### config.mk
export PLATFORM = sky130hd
export DESIGN_NAME = rpm_led_bar_gauge_top
export DESIGN_NICKNAME = d
export VERILOG_FILES = /design/src/rtl/rlbg_pkg.sv /design/src/rtl/rpm_led_bar_gauge_top.sv /design/src/rtl/rlbg_cfg.sv /design/src/rtl/rlbg_front.sv /design/src/rtl/rlbg_div.sv /design/src/rtl/rlbg_out.sv
export SDC_FILE = /design/constraint.sdc
export NUM_CORES = 1
export LEC_CHECK = 0
export BUFFER_PORTS_ARGS = -buffer_cell sky130_fd_sc_hd__buf_2
export CAP_MARGIN = 20
export CORE_MARGIN = 8
export CORE_UTILIZATION = 55
export DETAILED_ROUTE_END_ITERATION = 16
export HOLD_SLACK_MARGIN = 0.05
export PLACE_DENSITY = 0.72
export SETUP_SLACK_MARGIN = 0.5
export SLEW_MARGIN = 20
export SYNTH_ARGS = -nofsm -noshare
export SYNTH_HDL_FRONTEND = slang
export SYNTH_SLANG_ARGS = --single-unit
### constraint.sdc
create_clock -name i_clk -period 5.7 [get_ports i_clk]
set_input_delay 0.285 -clock i_clk [delete_from_list [all_inputs] [get_ports i_clk]]
set_output_delay 0.285 -clock i_clk [all_outputs]
set_load 0.005 [all_outputs]
### src/rtl/rlbg_pkg.sv
// ---------------------------------------------------------------------------
// rlbg_pkg
// shared widths, register codes, thresholds and pipeline structs
// ---------------------------------------------------------------------------
package rlbg_pkg;

    localparam int MAX_LEDS   = 16;
    localparam int SPEED_W    = 16;
    localparam int CNT_W      = 5;
    localparam int LEVEL_W    = 5;
    localparam int QBITS      = 5;
    localparam int NUM_W      = SPEED_W + QBITS;
    localparam int CFG_IDX_W  = 2;
    localparam int CFG_DATA_W = 16;
    localparam int PIPE_LAT   = 2 + (QBITS + 1) + 2;

    localparam logic [SPEED_W-1:0] REDLINE_RESET = SPEED_W'(5000);
    localparam logic [CNT_W-1:0]   LEDS_RESET    = CNT_W'(14);

    localparam logic [LEVEL_W-1:0] SPLIT_GREEN_MAX  = LEVEL_W'(4);
    localparam logic [LEVEL_W-1:0] SPLIT_BLUE_MAX   = LEVEL_W'(6);
    localparam logic [LEVEL_W-1:0] LINEAR_GREEN_MAX = LEVEL_W'(10);
    localparam logic [LEVEL_W-1:0] LINEAR_BLUE_MAX  = LEVEL_W'(13);

    typedef enum logic [CFG_IDX_W-1:0] {
        REG_IDLE      = 2'd0,
        REG_REDLINE   = 2'd1,
        REG_LED_COUNT = 2'd2,
        REG_LINEAR    = 2'd3
    } t_cfg_reg;

    typedef struct packed {
        logic [SPEED_W-1:0] idle;
        logic [SPEED_W-1:0] redline;
        logic [CNT_W-1:0]   led_count;
        logic               linear;
    } t_cfg;

    // per-item side data that rides along the pipeline
    typedef struct packed {
        logic             phase;
        logic             lin;
        logic [CNT_W-1:0] n;
        logic [CNT_W-1:0] top;
    } t_ctl;

endpackage

### src/rtl/rpm_led_bar_gauge_top.sv
// ---------------------------------------------------------------------------
// rpm_led_bar_gauge_top
// engine speed to led bar level, anode mask and active-low colour rail
// ---------------------------------------------------------------------------
//
// channel   direction  handshake                     payload
// -------   ---------  ----------------------------  ---------------------------------
// item in   in         i_start & !o_busy             i_speed, i_blink_phase
// result    out        o_valid, one cycle strobe     o_bar_level, o_anode_mask, rails
// config    in         i_cfg_valid & o_cfg_ready     i_cfg_index, i_cfg_data
//
// one item accepted per cycle while o_busy is low, result strobed on o_valid at the end of the pipeline
// pipeline: two front stages, six divider stages (overflow plus one per quotient bit)
// and two output stages
// synchronous active-low reset clears all valid bits and loads register defaults
// o_busy is held high and o_cfg_ready low during reset and the first cycle after it
// the receiver cannot stall, so the pipeline never holds
//
module rpm_led_bar_gauge_top import rlbg_pkg::*; (
    input  logic                  i_clk,
    input  logic                  i_rst_n,
    // item in
    input  logic                  i_start,
    output logic                  o_busy,
    input  logic [SPEED_W-1:0]    i_speed,
    input  logic                  i_blink_phase,
    // config write
    input  logic                  i_cfg_valid,
    output logic                  o_cfg_ready,
    input  logic [CFG_IDX_W-1:0]  i_cfg_index,
    input  logic [CFG_DATA_W-1:0] i_cfg_data,
    // result
    output logic                  o_valid,
    output logic [LEVEL_W-1:0]    o_bar_level,
    output logic [MAX_LEDS-1:0]   o_anode_mask,
    output logic                  o_red_rail,
    output logic                  o_green_rail,
    output logic                  o_blue_rail
);

    logic               r_busy;
    logic               r_cfg_ready;
    logic               w_accept;
    t_cfg               w_cfg;

    // front end to divider
    logic               w_f_valid;
    t_ctl               w_f_ctl;
    logic [NUM_W-1:0]   w_f_num;
    logic [SPEED_W-1:0] w_f_den;
    logic               w_f_zero;

    // divider to output stage
    logic               w_d_valid;
    t_ctl               w_d_ctl;
    logic [QBITS-1:0]   w_d_q;
    logic               w_d_ovf;
    logic               w_d_zero;

    // busy through reset and the first cycle after it
    always_ff @(posedge i_clk) begin
        if (!i_rst_n) begin
            r_busy      <= 1'b1;
            r_cfg_ready <= 1'b0;
        end else begin
            r_busy      <= 1'b0;
            r_cfg_ready <= 1'b1;
        end
    end

    assign o_busy      = r_busy;
    assign o_cfg_ready = r_cfg_ready;
    assign w_accept    = i_start && !r_busy;

    rlbg_cfg u_cfg (
        .i_clk   (i_clk),
        .i_rst_n (i_rst_n),
        .i_we    (i_cfg_valid && r_cfg_ready),
        .i_index (i_cfg_index),
        .i_data  (i_cfg_data),
        .o_cfg   (w_cfg)
    );

    // offset, span, scaled numerator
    rlbg_front u_front (
        .i_clk   (i_clk),
        .i_rst_n (i_rst_n),
        .i_valid (w_accept),
        .i_speed (i_speed),
        .i_phase (i_blink_phase),
        .i_cfg   (w_cfg),
        .o_valid (w_f_valid),
        .o_ctl   (w_f_ctl),
        .o_num   (w_f_num),
        .o_den   (w_f_den),
        .o_zero  (w_f_zero)
    );

    // quotient magnitude, one bit per stage
    rlbg_div u_div (
        .i_clk   (i_clk),
        .i_rst_n (i_rst_n),
        .i_valid (w_f_valid),
        .i_ctl   (w_f_ctl),
        .i_num   (w_f_num),
        .i_den   (w_f_den),
        .i_zero  (w_f_zero),
        .o_valid (w_d_valid),
        .o_ctl   (w_d_ctl),
        .o_q     (w_d_q),
        .o_ovf   (w_d_ovf),
        .o_zero  (w_d_zero)
    );

    // saturation, bar pattern and colour selection
    rlbg_out u_out (
        .i_clk   (i_clk),
        .i_rst_n (i_rst_n),
        .i_valid (w_d_valid),
        .i_ctl   (w_d_ctl),
        .i_q     (w_d_q),
        .i_ovf   (w_d_ovf),
        .i_zero  (w_d_zero),
        .o_valid (o_valid),
        .o_level (o_bar_level),
        .o_mask  (o_anode_mask),
        .o_red   (o_red_rail),
        .o_green (o_green_rail),
        .o_blue  (o_blue_rail)
    );

`ifndef SYNTHESIS
    // level never beyond the led count limit
    a_level_range: assert property (@(posedge i_clk) disable iff (!i_rst_n)
        o_valid |-> (o_bar_level <= LEVEL_W'(MAX_LEDS)))
        else $error("bar level out of range");

    // exactly one colour rail is driven low
    a_one_rail: assert property (@(posedge i_clk) disable iff (!i_rst_n)
        o_valid |-> ($countones({o_red_rail, o_green_rail, o_blue_rail}) == 2))
        else $error("colour rail select not unique");

    // empty bar lights nothing
    a_empty_bar: assert property (@(posedge i_clk) disable iff (!i_rst_n)
        (o_valid && (o_bar_level == '0)) |-> (o_anode_mask == '0))
        else $error("anodes lit at level zero");

    // red only above the split green/blue bands
    a_red_level: assert property (@(posedge i_clk) disable iff (!i_rst_n)
        (o_valid && !o_red_rail) |-> (o_bar_level > SPLIT_BLUE_MAX))
        else $error("red rail at low level");
`endif

endmodule

### src/rtl/rlbg_cfg.sv
// ---------------------------------------------------------------------------
// rlbg_cfg
// configuration register file
// ---------------------------------------------------------------------------
module rlbg_cfg import rlbg_pkg::*; (
    input  logic                  i_clk,
    input  logic                  i_rst_n,
    input  logic                  i_we,
    input  logic [CFG_IDX_W-1:0]  i_index,
    input  logic [CFG_DATA_W-1:0] i_data,
    output t_cfg                  o_cfg
);

    t_cfg r_cfg;

    always_ff @(posedge i_clk) begin
        if (!i_rst_n) begin
            r_cfg.idle      <= '0;
            r_cfg.redline   <= REDLINE_RESET;
            r_cfg.led_count <= LEDS_RESET;
            r_cfg.linear    <= 1'b0;
        end else if (i_we) begin
            unique case (t_cfg_reg'(i_index))
                REG_IDLE:      r_cfg.idle      <= i_data[SPEED_W-1:0];
                REG_REDLINE:   r_cfg.redline   <= i_data[SPEED_W-1:0];
                REG_LED_COUNT: r_cfg.led_count <= i_data[CNT_W-1:0];
                REG_LINEAR:    r_cfg.linear    <= i_data[0];
                default:       r_cfg           <= r_cfg;
            endcase
        end
    end

    assign o_cfg = r_cfg;

endmodule

### src/rtl/rlbg_front.sv
// ---------------------------------------------------------------------------
// rlbg_front
// span and offset, then scaled numerator magnitude and sign check
// ---------------------------------------------------------------------------
module rlbg_front import rlbg_pkg::*; (
    input  logic               i_clk,
    input  logic               i_rst_n,
    input  logic               i_valid,
    input  logic [SPEED_W-1:0] i_speed,
    input  logic               i_phase,
    input  t_cfg               i_cfg,
    output logic               o_valid,
    output t_ctl               o_ctl,
    output logic [NUM_W-1:0]   o_num,
    output logic [SPEED_W-1:0] o_den,
    output logic               o_zero
);

    // stage 1
    logic               r_v1;
    t_ctl               r_ctl1;
    logic [SPEED_W:0]   r_diff;
    logic [SPEED_W:0]   r_span;
    logic [CNT_W-1:0]   n_n;
    // stage 2
    logic               r_v2;
    t_ctl               r_ctl2;
    logic [NUM_W-1:0]   r_num;
    logic [SPEED_W-1:0] r_den;
    logic               r_zero;
    logic [SPEED_W:0]   n_adiff;
    logic [SPEED_W:0]   n_aspan;

    always_comb begin
        n_n = (i_cfg.led_count > CNT_W'(MAX_LEDS)) ? CNT_W'(MAX_LEDS) : i_cfg.led_count;
        n_adiff = r_diff[SPEED_W] ? (~r_diff + 1'b1) : r_diff;
        n_aspan = r_span[SPEED_W] ? (~r_span + 1'b1) : r_span;
    end

    always_ff @(posedge i_clk) begin
        if (!i_rst_n) begin
            r_v1 <= 1'b0;
            r_v2 <= 1'b0;
        end else begin
            r_v1 <= i_valid;
            r_v2 <= r_v1;
        end
    end

    always_ff @(posedge i_clk) begin
        r_diff       <= {1'b0, i_speed} - {1'b0, i_cfg.idle};
        r_span       <= {1'b0, i_cfg.redline} - {1'b0, i_cfg.idle};
        r_ctl1.phase <= i_phase;
        r_ctl1.lin   <= i_cfg.linear;
        r_ctl1.n     <= n_n;
        r_ctl1.top   <= i_cfg.linear ? n_n : (n_n >> 1);

        r_ctl2 <= r_ctl1;
        r_num  <= NUM_W'(n_adiff[SPEED_W-1:0]) * NUM_W'(r_ctl1.top);
        r_den  <= n_aspan[SPEED_W-1:0];
        // opposite signs truncate to zero or below, empty span is level zero
        r_zero <= (r_diff[SPEED_W] != r_span[SPEED_W]) || (r_span == '0);
    end

    assign o_valid = r_v2;
    assign o_ctl   = r_ctl2;
    assign o_num   = r_num;
    assign o_den   = r_den;
    assign o_zero  = r_zero;

endmodule

### src/rtl/rlbg_div.sv
// ---------------------------------------------------------------------------
// rlbg_div
// pipelined restoring divider, overflow stage then one quotient bit a stage
// ---------------------------------------------------------------------------
module rlbg_div import rlbg_pkg::*; (
    input  logic               i_clk,
    input  logic               i_rst_n,
    input  logic               i_valid,
    input  t_ctl               i_ctl,
    input  logic [NUM_W-1:0]   i_num,
    input  logic [SPEED_W-1:0] i_den,
    input  logic               i_zero,
    output logic               o_valid,
    output t_ctl               o_ctl,
    output logic [QBITS-1:0]   o_q,
    output logic               o_ovf,
    output logic               o_zero
);

    logic               r_v    [0:QBITS];
    t_ctl               r_ctl  [0:QBITS];
    logic [NUM_W-1:0]   r_rem  [0:QBITS];
    logic [SPEED_W-1:0] r_den  [0:QBITS];
    logic [QBITS-1:0]   r_q    [0:QBITS];
    logic               r_ovf  [0:QBITS];
    logic               r_zero [0:QBITS];

    // stage 0: quotient does not fit in QBITS
    always_ff @(posedge i_clk) begin
        if (!i_rst_n) begin
            r_v[0] <= 1'b0;
        end else begin
            r_v[0] <= i_valid;
        end
    end

    always_ff @(posedge i_clk) begin
        r_ctl[0]  <= i_ctl;
        r_rem[0]  <= i_num;
        r_den[0]  <= i_den;
        r_q[0]    <= '0;
        r_ovf[0]  <= i_num >= {i_den, QBITS'(0)};
        r_zero[0] <= i_zero;
    end

    for (genvar j = 1; j <= QBITS; j++) begin : g_stage
        localparam int K = QBITS - j;
        logic [NUM_W-1:0] n_sub;
        logic             n_ge;

        assign n_sub = NUM_W'(r_den[j-1]) << K;
        assign n_ge  = r_rem[j-1] >= n_sub;

        always_ff @(posedge i_clk) begin
            if (!i_rst_n) begin
                r_v[j] <= 1'b0;
            end else begin
                r_v[j] <= r_v[j-1];
            end
        end

        always_ff @(posedge i_clk) begin
            r_ctl[j]  <= r_ctl[j-1];
            r_rem[j]  <= n_ge ? (r_rem[j-1] - n_sub) : r_rem[j-1];
            r_den[j]  <= r_den[j-1];
            r_q[j]    <= r_q[j-1] | (QBITS'(n_ge) << K);
            r_ovf[j]  <= r_ovf[j-1];
            r_zero[j] <= r_zero[j-1];
        end
    end

    assign o_valid = r_v[QBITS];
    assign o_ctl   = r_ctl[QBITS];
    assign o_q     = r_q[QBITS];
    assign o_ovf   = r_ovf[QBITS];
    assign o_zero  = r_zero[QBITS];

endmodule

### src/rtl/rlbg_out.sv
// ---------------------------------------------------------------------------
// rlbg_out
// level saturation, then anode mask and colour rails
// ---------------------------------------------------------------------------
module rlbg_out import rlbg_pkg::*; (
    input  logic                i_clk,
    input  logic                i_rst_n,
    input  logic                i_valid,
    input  t_ctl                i_ctl,
    input  logic [QBITS-1:0]    i_q,
    input  logic                i_ovf,
    input  logic                i_zero,
    output logic                o_valid,
    output logic [LEVEL_W-1:0]  o_level,
    output logic [MAX_LEDS-1:0] o_mask,
    output logic                o_red,
    output logic                o_green,
    output logic                o_blue
);

    logic                r_v1;
    t_ctl                r_ctl1;
    logic [LEVEL_W-1:0]  r_lvl1;
    logic [LEVEL_W-1:0]  n_lvl;

    logic                r_v2;
    logic [LEVEL_W-1:0]  r_lvl2;
    logic [MAX_LEDS-1:0] r_mask;
    logic                r_red;
    logic                r_green;
    logic                r_blue;
    logic [MAX_LEDS-1:0] n_mask;
    logic                n_red;
    logic                n_green;
    logic                n_blue;

    always_comb begin
        if (i_zero) begin
            n_lvl = '0;
        end else if (i_ovf || (LEVEL_W'(i_q) > i_ctl.top)) begin
            n_lvl = i_ctl.top;
        end else begin
            n_lvl = LEVEL_W'(i_q);
        end
    end

    always_comb begin
        logic [CNT_W:0] idx;
        logic [CNT_W:0] lvl;
        logic [CNT_W:0] n;
        logic           lit;
        lvl    = {1'b0, r_lvl1};
        n      = {1'b0, r_ctl1.n};
        n_mask = '0;
        for (int i = 0; i < MAX_LEDS; i++) begin
            idx = (CNT_W+1)'(i);
            if (r_ctl1.lin) begin
                lit = (idx < lvl) && (r_ctl1.phase || (lvl < n));
            end else begin
                lit = ((idx < lvl) || ((n - idx) <= lvl))
                      && (r_ctl1.phase || (lvl < (n >> 1)));
            end
            n_mask[i] = lit && (idx < n);
        end
        n_red   = 1'b1;
        n_green = 1'b1;
        n_blue  = 1'b1;
        if (r_lvl1 <= (r_ctl1.lin ? LINEAR_GREEN_MAX : SPLIT_GREEN_MAX)) begin
            n_green = 1'b0;
        end else if (r_lvl1 <= (r_ctl1.lin ? LINEAR_BLUE_MAX : SPLIT_BLUE_MAX)) begin
            n_blue = 1'b0;
        end else begin
            n_red = 1'b0;
        end
    end

    always_ff @(posedge i_clk) begin
        if (!i_rst_n) begin
            r_v1 <= 1'b0;
            r_v2 <= 1'b0;
        end else begin
            r_v1 <= i_valid;
            r_v2 <= r_v1;
        end
    end

    always_ff @(posedge i_clk) begin
        r_ctl1  <= i_ctl;
        r_lvl1  <= n_lvl;
        r_lvl2  <= r_lvl1;
        r_mask  <= n_mask;
        r_red   <= n_red;
        r_green <= n_green;
        r_blue  <= n_blue;
    end

    assign o_valid = r_v2;
    assign o_level = r_lvl2;
    assign o_mask  = r_mask;
    assign o_red   = r_red;
    assign o_green = r_green;
    assign o_blue  = r_blue;

endmodule

==> results.sh, run 1 <==
export IMPL_outcome="finished clean"
export IMPL_io_pins=66
export IMPL_power_density_mw_per_mm2=594
export IMPL_path_class_of_the_lowest_slack_min_delay_path="in -> reg"
export IMPL_cp_startpoint="u_front.r_diff[5]"
export IMPL_netSwitchingPower_mw=5.72
export IMPL_routed_wirelength_microns=48100
export IMPL_yosys_cell_count_top_type="sky130_fd_sc_hd__dfxtp_1"
export IMPL_first_global_vias=16756
export IMPL_area_growth_syn_to_layout_pct=12.1
export IMPL_grtUsageTotal_pct=20.2
export IMPL_grt_start_max_net_pins=32
export IMPL_synth_area_per_cell_sq_um=9.60
export IMPL_final_min_clock_period_ps=5000
export IMPL_crit_reg2reg_launch="u_front.r_diff[5]"
export IMPL_post_synth_top_area_cell="sky130_fd_sc_hd__dfxtp_1"
export IMPL_ys_warnings_count=0
export IMPL_power_ir_vdd_worst_mv=0.214
export IMPL_synth_common_cells="sky130_fd_sc_hd__dfxtp_1, sky130_fd_sc_hd__inv_1, sky130_fd_sc_hd__ha_1, sky130_fd_sc_hd__nand2_1, sky130_fd_sc_hd__a21oi_1"
export IMPL_antennaDiodeCount=0
export IMPL_global_route_wire_length_before_repair_microns=80700
export IMPL_start_util_pct=55.5
export IMPL_clk_root_buffer_cell="sky130_fd_sc_hd__clkbuf_16"
export IMPL_cts_htree_levels=2
export IMPL_endpoint_of_the_most_critical_setup_path="u_front.o_num[18]"
export IMPL_worstSetupEndpointType="flip-flop"
export IMPL_drt_initial_drc_count=853
export IMPL_synth_top_flop_cell="sky130_fd_sc_hd__dfxtp_1"
export IMPL_timing_critical_path_from_type="flip-flop"
export IMPL_synth_seq_cells=466
export IMPL_p_int_mw=9.35
export IMPL_sum_of_negative_setup_slack_ps=0
export IMPL_dp_final_hpwl_microns=36600
export IMPL_worstPathRequired_ps=6160
export IMPL_worst_path_most_repeated_cell="sky130_fd_sc_hd__fa_1"
export IMPL_clock_insertion_delay_worst_skew_ps=580
export IMPL_critical_path_slowest_cell="sky130_fd_sc_hd__fa_1"
export IMPL_die_area_sq_mm=0.0479
export IMPL_drtPass1Iterations=5
export IMPL_critPathMaxStageDelay_ps=550
export IMPL_timing_final_setup_violations=0
export IMPL_synth_edf_count=0
export IMPL_timing_critical_path_fanout_max=4
export IMPL_power_sequential_fraction_pct=31.3
export IMPL_ys_top_cells_by_area="sky130_fd_sc_hd__dfxtp_1, sky130_fd_sc_hd__ha_1, sky130_fd_sc_hd__fa_1"
export IMPL_cts_buffers=47
export IMPL_fp_row_count=74
export IMPL_layout_worst_path_cycle_share_pct=87.7
export IMPL_final_setup_worst_slack_ps=703
export IMPL_worstPathArrival_ps=5460
export IMPL_detail_routed_net_length_per_standard_cell_microns=15.9
export IMPL_grt_overflow_total=0
export IMPL_setup_worst_path_class="reg -> reg"
export IMPL_final_core_utilization_pct=62.3
export IMPL_rrSetupSlack_ps=700
export IMPL_max_cap_violations=0
export IMPL_portBuffers=65
export IMPL_clock_path_buffers=3
export IMPL_report_final_slew_viol_count=0
export IMPL_share_clk_of_total_power_pct=20.9
export IMPL_unrepaired_setup_endpoints_after_global_routing="true"
export IMPL_synth_async_reset_ratio_pct=0
export IMPL_place_gp_congestion=0.940
export IMPL_critical_path_cell_chain="or3_1, or3_1, o41ai_2, xor2_1, nor2b_1, fa_1, fa_1, inv_1, fa_1, inv_1, ha_1, a21oi_1, nand2b_1, nand2b_1, a21oi_2, nor3b_2, a31oi_1, xor2_1"
export IMPL_syn_instance_count=2358
export IMPL_post_synth_instance_area_sq_mm=0.0226
export IMPL_static_leakage_power_nw=11.3
export IMPL_place_worst_setup_slack_ps=499
export IMPL_cts_reportedPaths_clkPinSlew_ps=60
export IMPL_core_area_sq_mm=0.0407
export IMPL_critical_path_reg2reg_endpoint="u_front.o_num[18]"
export IMPL_swShare_pct=37.9
export IMPL_synth_lib_cells_used_distinct=83
export IMPL_die_h_microns=219
export IMPL_drt_drc_violations_left=0
export IMPL_layout_drive_gt1_share_pct=8.22
export IMPL_routed_via_density=5.44
export IMPL_clock_skew_ps=16.0
export IMPL_detailroute_via_count=16482
export IMPL_max_slew_worst_pin_slew_ps=935
export IMPL_report_final_hold_viol_count=0
export IMPL_number_of_clock_sinks_seen_by_cts=466
export IMPL_cts_tree="yes"
export IMPL_p_comb_share_pct=47.8
export IMPL_fmax_mhz=200
export IMPL_layout_nets=2783
export IMPL_die_x_microns=219
export IMPL_synthesis_nets=2684
export IMPL_r2r_worst_path_cells=18
export IMPL_antenna_left=0
export IMPL_synth_top_cell_area_share_pct=41.2
export IMPL_slew_headroom_pct=37.6
export IMPL_ys_seq_area_share_pct=41.2
export IMPL_antenna_found_initial=0
==> power groups by stage <==
| stage | sequential (mW) | combinational [mW] | clock [mW] |
|---|---|---|---|
| finish | 4.71 | 7.21 | 3.15 |
| detailed placement | 4.77 | 7.05 | 0 |
| CTS | 4.70 | 7.15 | 3.22 |
| global route | 4.81 | 8.08 | 3.37 |
| floorplan | 4.55 | 5.69 | 0 |
| global placement | 4.75 | 6.90 | 0 |
==> sequential cells by signal, summed over array words and instances (netlist names), 15 cells and up <==
| name | flops |
|---|---|
| u_div.r_q | 15 |
| u_front.o_den | 16 |
| u_div.r_den | 80 |
| u_front.o_num | 21 |
| u_front.r_diff | 17 |
| u_div.r_ctl | 72 |
| u_front.r_span | 17 |
| u_div.r_rem | 105 |
| u_out.o_mask | 16 |
| u_cfg.o_cfg | 38 |
==> stage by stage <==
stage	total power [mW]	instance area, sq um	hold WS (ps)	std cells
3_5_place_dp	11.8	23400	312	2911
6_report	15.1	25400	88.0	3027
2_1_floorplan	10.2	22600	310	2358
5_1_grt	16.3	25400	81.0	3027
4_1_cts	15.1	25300	53.8	3026
3_3_place_gp	11.6	23400	310	2911
==> routing by layer <==
| metal | share of wire [%] | global-route usage, % |
|---|---|---|
| met5 | 0 | 0 |
| met4 | 3.5 | 7.96 |
| met3 | 4.6 | 3.29 |
| met2 | 49 | 36.3 |
| met1 | 43 | 23.9 |
==> cells in the final DEF (no fill, tap or decap), types with 8 or more instances in the layout <==
cell	n
sky130_fd_sc_hd__nor4_1	9
sky130_fd_sc_hd__buf_2	65
sky130_fd_sc_hd__a21boi_0	8
sky130_fd_sc_hd__and2_1	31
sky130_fd_sc_hd__dlygate4sd3_1	26
sky130_fd_sc_hd__a21o_1	39
sky130_fd_sc_hd__clkbuf_8	9
sky130_fd_sc_hd__dfxtp_1	466
sky130_fd_sc_hd__or3_1	12
sky130_fd_sc_hd__o22ai_1	16
sky130_fd_sc_hd__nand2b_1	45
sky130_fd_sc_hd__nor2_1	107
sky130_fd_sc_hd__nand2_1	167
sky130_fd_sc_hd__nand4_1	17
sky130_fd_sc_hd__xnor2_1	99
sky130_fd_sc_hd__a211oi_1	17
sky130_fd_sc_hd__or2_2	9
sky130_fd_sc_hd__xor2_1	35
sky130_fd_sc_hd__nand3_1	40
sky130_fd_sc_hd__ha_1	239
sky130_fd_sc_hd__nor2b_1	92
sky130_fd_sc_hd__clkbuf_16	47
sky130_fd_sc_hd__inv_1	245
sky130_fd_sc_hd__o21a_1	39
sky130_fd_sc_hd__a31oi_1	12
sky130_fd_sc_hd__mux2_2	21
sky130_fd_sc_hd__o31ai_1	11
sky130_fd_sc_hd__and3_1	18
sky130_fd_sc_hd__clkbuf_1	11
sky130_fd_sc_hd__mux2_1	13
sky130_fd_sc_hd__o21ai_0	99
sky130_fd_sc_hd__nor3_1	24
sky130_fd_sc_hd__o21ai_1	14
sky130_fd_sc_hd__fa_1	48
sky130_fd_sc_hd__mux2i_1	12
sky130_fd_sc_hd__o21bai_1	11
sky130_fd_sc_hd__o211ai_1	10
sky130_fd_sc_hd__a21oi_1	153
==> repair_timing <==
item | in CTS | in global routing
endpoints found under the setup margin | 1 | 6
gates resized for setup | 0 | 10
endpoints found under the hold margin | 42 | 0
hold buffers | 26 | 0
pin swaps | 2 | 3
buffers inserted | 2 | 1
==> worst min-delay path by stage <==
stage                                  from                 to  slack [ps]  cells past startpoint
after global placement    u_div.r_ctl[2][7]  u_div.r_ctl[3][7]         310                      0
after CTS                        i_speed[2]  u_front.r_diff[2]          50                      3
after floorplan            u_front.o_ctl[0]  u_div.r_ctl[0][0]         310                      0
after global routing             i_speed[2]  u_front.r_diff[2]          80                      3
after detailed placement   u_front.o_ctl[9]  u_div.r_ctl[0][9]         310                      0
final                            i_speed[2]  u_front.r_diff[2]          90                      3
==> worst max-delay path: cells and delay by family, from the launching register on <==
kind	cells	cell delay, ps
adder cells (fa/ha/maj)	4	1910
AND/OR/NAND/NOR	6	1370
AO/OA/AOI/OAI	4	720
XOR/XNOR	2	480
flip-flops	1	320
buffers and inverters	2	90
==> kinds of logic after synthesis <==
logic type,count (synthesis),synth area share [%]
DFF,466,41.2
adders and majority gates,287,17.5
muxes,52,2.62
AOI/OAI and AO/OA,519,14.7
and+or+nand+nor,604,13.6
xor gates and xnor gates,136,5.26
buffers and inverters,294,5.06
==> final cells by class <==
type,count,area (sq um)
Clock buffer,67,1340
Tap cell,532,666
Sequential cell,466,9330
Clock inverter,20,278
Inverter,248,931
Fill cell,3333,15400
Timing Repair Buffer,96,623
Multi-Input combinational cell,1598,12200
No activity file was read; power rests on OpenSTA's default activity.
==> inputs of run 2 (changes only) <==
--- a/config.mk
+++ b/config.mk
@@ -6,11 +6,11 @@
 export NUM_CORES = 1
 export LEC_CHECK = 0
 export BUFFER_PORTS_ARGS = -buffer_cell sky130_fd_sc_hd__buf_2
-export CAP_MARGIN = 20
 export CORE_MARGIN = 8
 export CORE_UTILIZATION = 55
 export DETAILED_ROUTE_END_ITERATION = 16
 export HOLD_SLACK_MARGIN = 0.05
+export MAX_ROUTING_LAYER = met4
 export PLACE_DENSITY = 0.72
 export SETUP_SLACK_MARGIN = 0.5
 export SLEW_MARGIN = 20
==> results.sh, run 2 (synthesis gave the netlist of run 1 again) <==
export IMPL_grt_start_max_net_pins=32
export IMPL_drt_initial_drc_count=932
export IMPL_timing_critical_path_from_type="flip-flop"
export IMPL_cts_htree_levels=2
export IMPL_final_core_utilization_pct=62.8
export IMPL_outcome="finished clean"
export IMPL_routed_via_density=5.45
export IMPL_start_util_pct=55.5
export IMPL_number_of_clock_sinks_seen_by_cts=466
export IMPL_antenna_left=0
export IMPL_worstPathRequired_ps=6170
export IMPL_timing_critical_path_fanout_max=4
export IMPL_final_cell_area_sq_mm=0.0256
export IMPL_worstPathArrival_ps=5380
export IMPL_routed_wirelength_microns=49300
export IMPL_clock_skew_ps=25.9
export IMPL_static_leakage_power_nw=11.4
export IMPL_antenna_found_initial=0
export IMPL_report_power_total_mw=15.3
export IMPL_endpoint_of_the_most_critical_setup_path="u_front.o_num[20]"
export IMPL_global_route_wire_length_before_repair_microns=81700
export IMPL_cp_startpoint="u_front.r_diff[3]"
export IMPL_place_gp_congestion=0.939
export IMPL_cts_tree="yes"
export IMPL_finalNonFillerCells=3039
export IMPL_rrSetupSlack_ps=780
export IMPL_power_ir_vdd_worst_mv=0.337
export IMPL_drtPass1Iterations=7
export IMPL_die_x_microns=219
export IMPL_dpl_cell_area_sq_mm=0.0234
export IMPL_drt_drc_violations_left=0
export IMPL_antennaDiodeCount=0
export IMPL_io_pins=66
export IMPL_first_global_vias=16918
export IMPL_layout_worst_path_cycle_share_pct=86.2
export IMPL_slew_headroom_pct=33.6
export IMPL_critical_path_reg2reg_endpoint="u_front.o_num[20]"
export IMPL_layout_filler_cells=3372
export IMPL_die_h_microns=219
export IMPL_max_slew_worst_pin_slew_ps=994
export IMPL_report_final_hold_viol_count=0
export IMPL_largest_register_ff_count=105
export IMPL_unrepaired_setup_endpoints_after_global_routing="false"
export IMPL_dp_final_hpwl_microns=37500
export IMPL_clock_insertion_delay_worst_skew_ps=600
export IMPL_detail_routed_net_length_per_standard_cell_microns=16.2
export IMPL_biggestRegsByFlops="u_div.r_rem: 105 flops, u_div.r_den: 80 flops, u_div.r_ctl: 72 flops"
export IMPL_sum_of_negative_setup_slack_ps=0
export IMPL_grtUsageTotal_pct=21.2
export IMPL_power_density_mw_per_mm2=597
export IMPL_r2r_worst_path_cells=18
export IMPL_max_cap_violations=0
export IMPL_portBuffers=65
export IMPL_setup_worst_path_class="reg -> reg"
export IMPL_crit_reg2reg_launch="u_front.r_diff[3]"
export IMPL_die_area_sq_mm=0.0479
export IMPL_mostFrequentLayoutCell="sky130_fd_sc_hd__dfxtp_1"
export IMPL_max_flop_register="u_div.r_rem"
export IMPL_final_min_clock_period_ps=4920
export IMPL_fp_row_count=74
export IMPL_path_class_of_the_lowest_slack_min_delay_path="in -> reg"
export IMPL_final_cell_mix="sky130_fd_sc_hd__dfxtp_1, sky130_fd_sc_hd__inv_1, sky130_fd_sc_hd__ha_1"
export IMPL_fmax_mhz=203
export IMPL_clock_path_buffers=3
export IMPL_clk_root_buffer_cell="sky130_fd_sc_hd__clkbuf_16"
export IMPL_report_final_slew_viol_count=0
export IMPL_layout_drive_gt1_share_pct=8.58
export IMPL_detailroute_via_count=16565
export IMPL_grt_overflow_total=0
export IMPL_area_growth_syn_to_layout_pct=13.0
export IMPL_dp_cells=2911
export IMPL_timing_final_setup_violations=0
export IMPL_cts_reportedPaths_clkPinSlew_ps=60
export IMPL_worstSetupEndpointType="flip-flop"
export IMPL_layout_nets=2794
export IMPL_cts_buffers=48
export IMPL_core_area_sq_mm=0.0407
run 2: cell count changes in the layout (fill, tap and decap cells not counted), moves of 2 or more:
cell,before,now
sky130_fd_sc_hd__inv_16,2,0
sky130_fd_sc_hd__clkinv_2,6,11
sky130_fd_sc_hd__clkinv_4,1,3
sky130_fd_sc_hd__buf_4,5,7
sky130_fd_sc_hd__inv_6,3,1
sky130_fd_sc_hd__dlygate4sd3_1,26,34
sky130_fd_sc_hd__clkinv_16,0,3
sky130_fd_sc_hd__clkbuf_1,11,5
run 2: repair_timing:
item,in CTS,in global routing
buffers inserted,0,5
hold buffers,34,0
gates resized for setup,0,12
endpoints found under the hold margin,49,0
setup endpoints to repair,0,6
run 2: metrics by stage:
stage | setup slack, ps | hold WS [ps]
3_3_place_gp | 735 | 310
2_1_floorplan | 956 | 310
3_5_place_dp | 574 | 312
5_1_grt | 471 | 107
4_1_cts | 550 | 50.3
6_report | 784 | 86.7
run 2: worst max-delay path: stages (launching register included):
cell                       delay (ps)
sky130_fd_sc_hd__dfxtp_1          330
sky130_fd_sc_hd__or3_1            380
sky130_fd_sc_hd__or3_1            410
sky130_fd_sc_hd__o41ai_2          250
sky130_fd_sc_hd__xor2_1           260
sky130_fd_sc_hd__nor2b_1          100
sky130_fd_sc_hd__fa_1             500
sky130_fd_sc_hd__fa_1             540
sky130_fd_sc_hd__inv_1             50
sky130_fd_sc_hd__fa_1             520
sky130_fd_sc_hd__inv_1             40
sky130_fd_sc_hd__ha_1             350
sky130_fd_sc_hd__a21oi_2          180
sky130_fd_sc_hd__nand2b_1         160
sky130_fd_sc_hd__nand2b_1          80
sky130_fd_sc_hd__a21oi_1          170
sky130_fd_sc_hd__o211ai_1         190
sky130_fd_sc_hd__nand4_1          150
sky130_fd_sc_hd__o211ai_1          90
run 2: cell type report:
class	instances	area, sq um	share of cell area [%]
multi-input combinational	1598	12200	47.7
sequential	466	9330	36.5
clock buffer	61	1330	5.20
inverter	248	931	3.64
timing repair buffer	106	718	2.81
tap	532	666	2.60
clock inverter	28	390	1.53
run 2: worst min path at each step:
stage                       from                end  slack, ps  cells after the start
4_1_cts           i_cfg_index[1]     u_cfg.o_cfg[0]         50                      4
3_3_place_gp    u_front.o_ctl[5]  u_div.r_ctl[0][5]        310                      0
5_1_grt           i_cfg_index[1]     u_cfg.o_cfg[0]        110                      4
3_5_place_dp   u_div.r_ctl[0][0]  u_div.r_ctl[1][0]        310                      0
2_1_floorplan   u_front.o_ctl[0]  u_div.r_ctl[0][0]        310                      0
6_report          i_cfg_index[1]     u_cfg.o_cfg[0]         90                      4
run 2: power by group:
part           internal (mW)  switching (mW)  total, mW  leakage, nW
clock                   1.95            1.32       3.27        0.834
combinational           3.30            3.98       7.28         6.73
sequential              4.18           0.523       4.71         3.87
run 2: per-layer routing:
layer / up-vias / wire length, microns / GRT usage, %
li1: 8315 / - / -
met1: 7707 / 21100 / 24.2
met4: 0 / 1830 / 8.59
met3: 119 / 2360 / 3.50
met2: 424 / 24000 / 36.8
met5: - / 0 / -
==> inputs of run 3 (changes only) <==
==> constraint.sdc (replaced) <==
create_clock -name i_clk -period 5.7 [get_ports i_clk]
set_input_delay 0.57 -clock i_clk [delete_from_list [all_inputs] [get_ports i_clk]]
set_output_delay 0.57 -clock i_clk [all_outputs]
set_load 0.005 [all_outputs]
==> results.sh, run 3 (synthesis gave the netlist of run 1 again) <==
export IMPL_grtUsageTotal_pct=21.0
export IMPL_worstSetupEndpointType="flip-flop"
export IMPL_dpl_cell_area_sq_mm=0.0234
export IMPL_endpoint_of_the_most_critical_setup_path="u_front.o_num[20]"
export IMPL_sum_of_negative_setup_slack_ps=0
export IMPL_routed_wirelength_microns=48800
export IMPL_max_cap_violations=0
export IMPL_place_worst_setup_slack_ps=574
export IMPL_layout_worst_path_cycle_share_pct=86.3
export IMPL_die_h_microns=219
export IMPL_clock_insertion_delay_worst_skew_ps=600
export IMPL_power_density_mw_per_mm2=604
export IMPL_drt_initial_drc_count=894
export IMPL_slew_headroom_pct=33.4
export IMPL_fp_row_count=74
export IMPL_io_pins=66
export IMPL_antenna_left=0
export IMPL_cts_htree_levels=2
export IMPL_p_comb_share_pct=47.7
export IMPL_dp_final_hpwl_microns=37500
export IMPL_layout_drive_gt1_share_pct=8.69
export IMPL_largest_register_ff_count=105
export IMPL_drt_drc_violations_left=0
export IMPL_detail_routed_net_length_per_standard_cell_microns=16.2
export IMPL_report_final_hold_viol_count=0
export IMPL_core_area_sq_mm=0.0407
export IMPL_power_sequential_fraction_pct=30.9
export IMPL_routed_via_density=5.46
export IMPL_outcome="finished clean"
export IMPL_final_min_clock_period_ps=4920
export IMPL_antennaDiodeCount=0
export IMPL_power_ir_vdd_worst_mv=0.338
export IMPL_layout_nets=2761
export IMPL_sequential_cell_area_sq_mm=0.00933
export IMPL_netSwitchingPower_mw=5.82
export IMPL_share_clk_of_total_power_pct=21.5
export IMPL_global_route_wire_length_before_repair_microns=81000
export IMPL_crit_reg2reg_launch="u_front.r_diff[3]"
export IMPL_multiInputGateArea_sq_mm=0.0122
export IMPL_worstPathRequired_ps=6170
export IMPL_clock_path_buffers=3
export IMPL_p_int_mw=9.42
export IMPL_path_class_of_the_lowest_slack_min_delay_path="in -> reg"
export IMPL_die_x_microns=219
export IMPL_report_final_slew_viol_count=0
export IMPL_cp_startpoint="u_front.r_diff[3]"
export IMPL_final_setup_worst_slack_ps=783
export IMPL_max_slew_worst_pin_slew_ps=999
export IMPL_unrepaired_setup_endpoints_after_global_routing="false"
export IMPL_layout_filler_cells=3419
export IMPL_r2r_worst_path_cells=18
export IMPL_antenna_found_initial=0
export IMPL_timing_critical_path_fanout_max=4
export IMPL_drtPass1Iterations=6
export IMPL_number_of_clock_sinks_seen_by_cts=466
export IMPL_first_global_vias=16741
export IMPL_detailroute_via_count=16412
export IMPL_die_area_sq_mm=0.0479
export IMPL_fmax_mhz=203
export IMPL_start_util_pct=55.5
export IMPL_clk_root_buffer_cell="sky130_fd_sc_hd__clkbuf_16"
export IMPL_mostFrequentLayoutCell="sky130_fd_sc_hd__dfxtp_1"
export IMPL_worstPathArrival_ps=5380
export IMPL_rrSetupSlack_ps=780
export IMPL_final_cell_mix="sky130_fd_sc_hd__dfxtp_1, sky130_fd_sc_hd__inv_1, sky130_fd_sc_hd__ha_1"
export IMPL_timing_final_setup_violations=0
export IMPL_critical_path_reg2reg_endpoint="u_front.o_num[20]"
export IMPL_portBuffers=65
export IMPL_swShare_pct=38.2
export IMPL_place_gp_congestion=0.939
export IMPL_area_growth_syn_to_layout_pct=11.5
export IMPL_max_flop_register="u_div.r_rem"
export IMPL_timing_critical_path_from_type="flip-flop"
export IMPL_static_leakage_power_nw=11.3
export IMPL_grt_overflow_total=0
export IMPL_cts_reportedPaths_clkPinSlew_ps=60
export IMPL_cts_tree="yes"
export IMPL_biggestRegsByFlops="u_div.r_rem: 105 flops, u_div.r_den: 80 flops, u_div.r_ctl: 72 flops"
export IMPL_clock_skew_ps=28.2
export IMPL_final_cell_area_sq_mm=0.0252
export IMPL_cts_buffers=48
export IMPL_grt_start_max_net_pins=32
export IMPL_setup_worst_path_class="reg -> reg"
export IMPL_final_core_utilization_pct=62.0
## run 3: changes by cell type in the layout (fill, tap and decap cells not counted), sizes merged
| cell | delta |
|---|---|
| dlygate4sd3 | -33 |
## run 3: layer usage
layer | up-vias | wire length, microns | track usage [%]
met1 | 7625 | 20900 | 24.0
li1 | 8243 | - | -
met3 | 125 | 2260 | 3.44
met4 | 0 | 1830 | 8.39
met2 | 419 | 23800 | 36.4
met5 | - | 0 | -
## run 3: what timing repair did
item,CTS,global route
endpoints found under the hold margin,1,0
setup buffers,0,5
resized for setup,0,12
setup endpoints to repair,0,6
hold buffers,1,0
## run 3: worst min path at each step
stage               cells after the start           endpoint              start  slack (ps)
finish                                  3       u_front.r_v1            i_start         180
global route                            3       u_front.r_v1            i_start         170
CTS                                     3       u_front.r_v1            i_start         150
detailed placement                      0  u_div.r_ctl[1][0]  u_div.r_ctl[0][0]         310
global placement                        0  u_div.r_ctl[0][5]   u_front.o_ctl[5]         310
floorplan                               0  u_div.r_ctl[0][0]   u_front.o_ctl[0]         310
## run 3: worst max-delay path, stage by stage (launching register included)
cell	delay (ps)
sky130_fd_sc_hd__dfxtp_1	330
sky130_fd_sc_hd__or3_1	380
sky130_fd_sc_hd__or3_1	410
sky130_fd_sc_hd__o41ai_2	250
sky130_fd_sc_hd__xor2_1	260
sky130_fd_sc_hd__nor2b_1	100
sky130_fd_sc_hd__fa_1	500
sky130_fd_sc_hd__fa_1	540
sky130_fd_sc_hd__inv_1	50
sky130_fd_sc_hd__fa_1	520
sky130_fd_sc_hd__inv_1	40
sky130_fd_sc_hd__ha_1	350
sky130_fd_sc_hd__a21oi_2	180
sky130_fd_sc_hd__nand2b_1	160
sky130_fd_sc_hd__nand2b_1	80
sky130_fd_sc_hd__a21oi_1	170
sky130_fd_sc_hd__o211ai_1	190
sky130_fd_sc_hd__nand4_1	150
sky130_fd_sc_hd__o211ai_1	90
## run 3: final cells by class
class | count | share of cell area [%]
Multi-Input combinational cell | 1598 | 48.4
Sequential cell | 466 | 37.0
Clock buffer | 61 | 5.27
Inverter | 248 | 3.69
Tap cell | 532 | 2.64
Clock inverter | 28 | 1.55
Timing Repair Buffer | 73 | 1.54
## run 3: metrics by stage
step	hold slack [ps]	std cells	power, mW
CTS	152	3001	15.2
floorplan	310	2358	10.2
global route	168	3006	16.4
detailed placement	312	2911	11.9
global placement	310	2911	11.7
finish	184	3006	15.2
## run 3: power by group through the flow
stage / Combinational [mW] / Clock [mW] / Sequential (mW)
detailed placement: 7.11 / 0 / 4.77
floorplan: 5.69 / 0 / 4.55
finish: 7.27 / 3.27 / 4.70
global placement: 6.93 / 0 / 4.75
CTS: 7.19 / 3.35 / 4.70
global route: 8.12 / 3.50 / 4.80
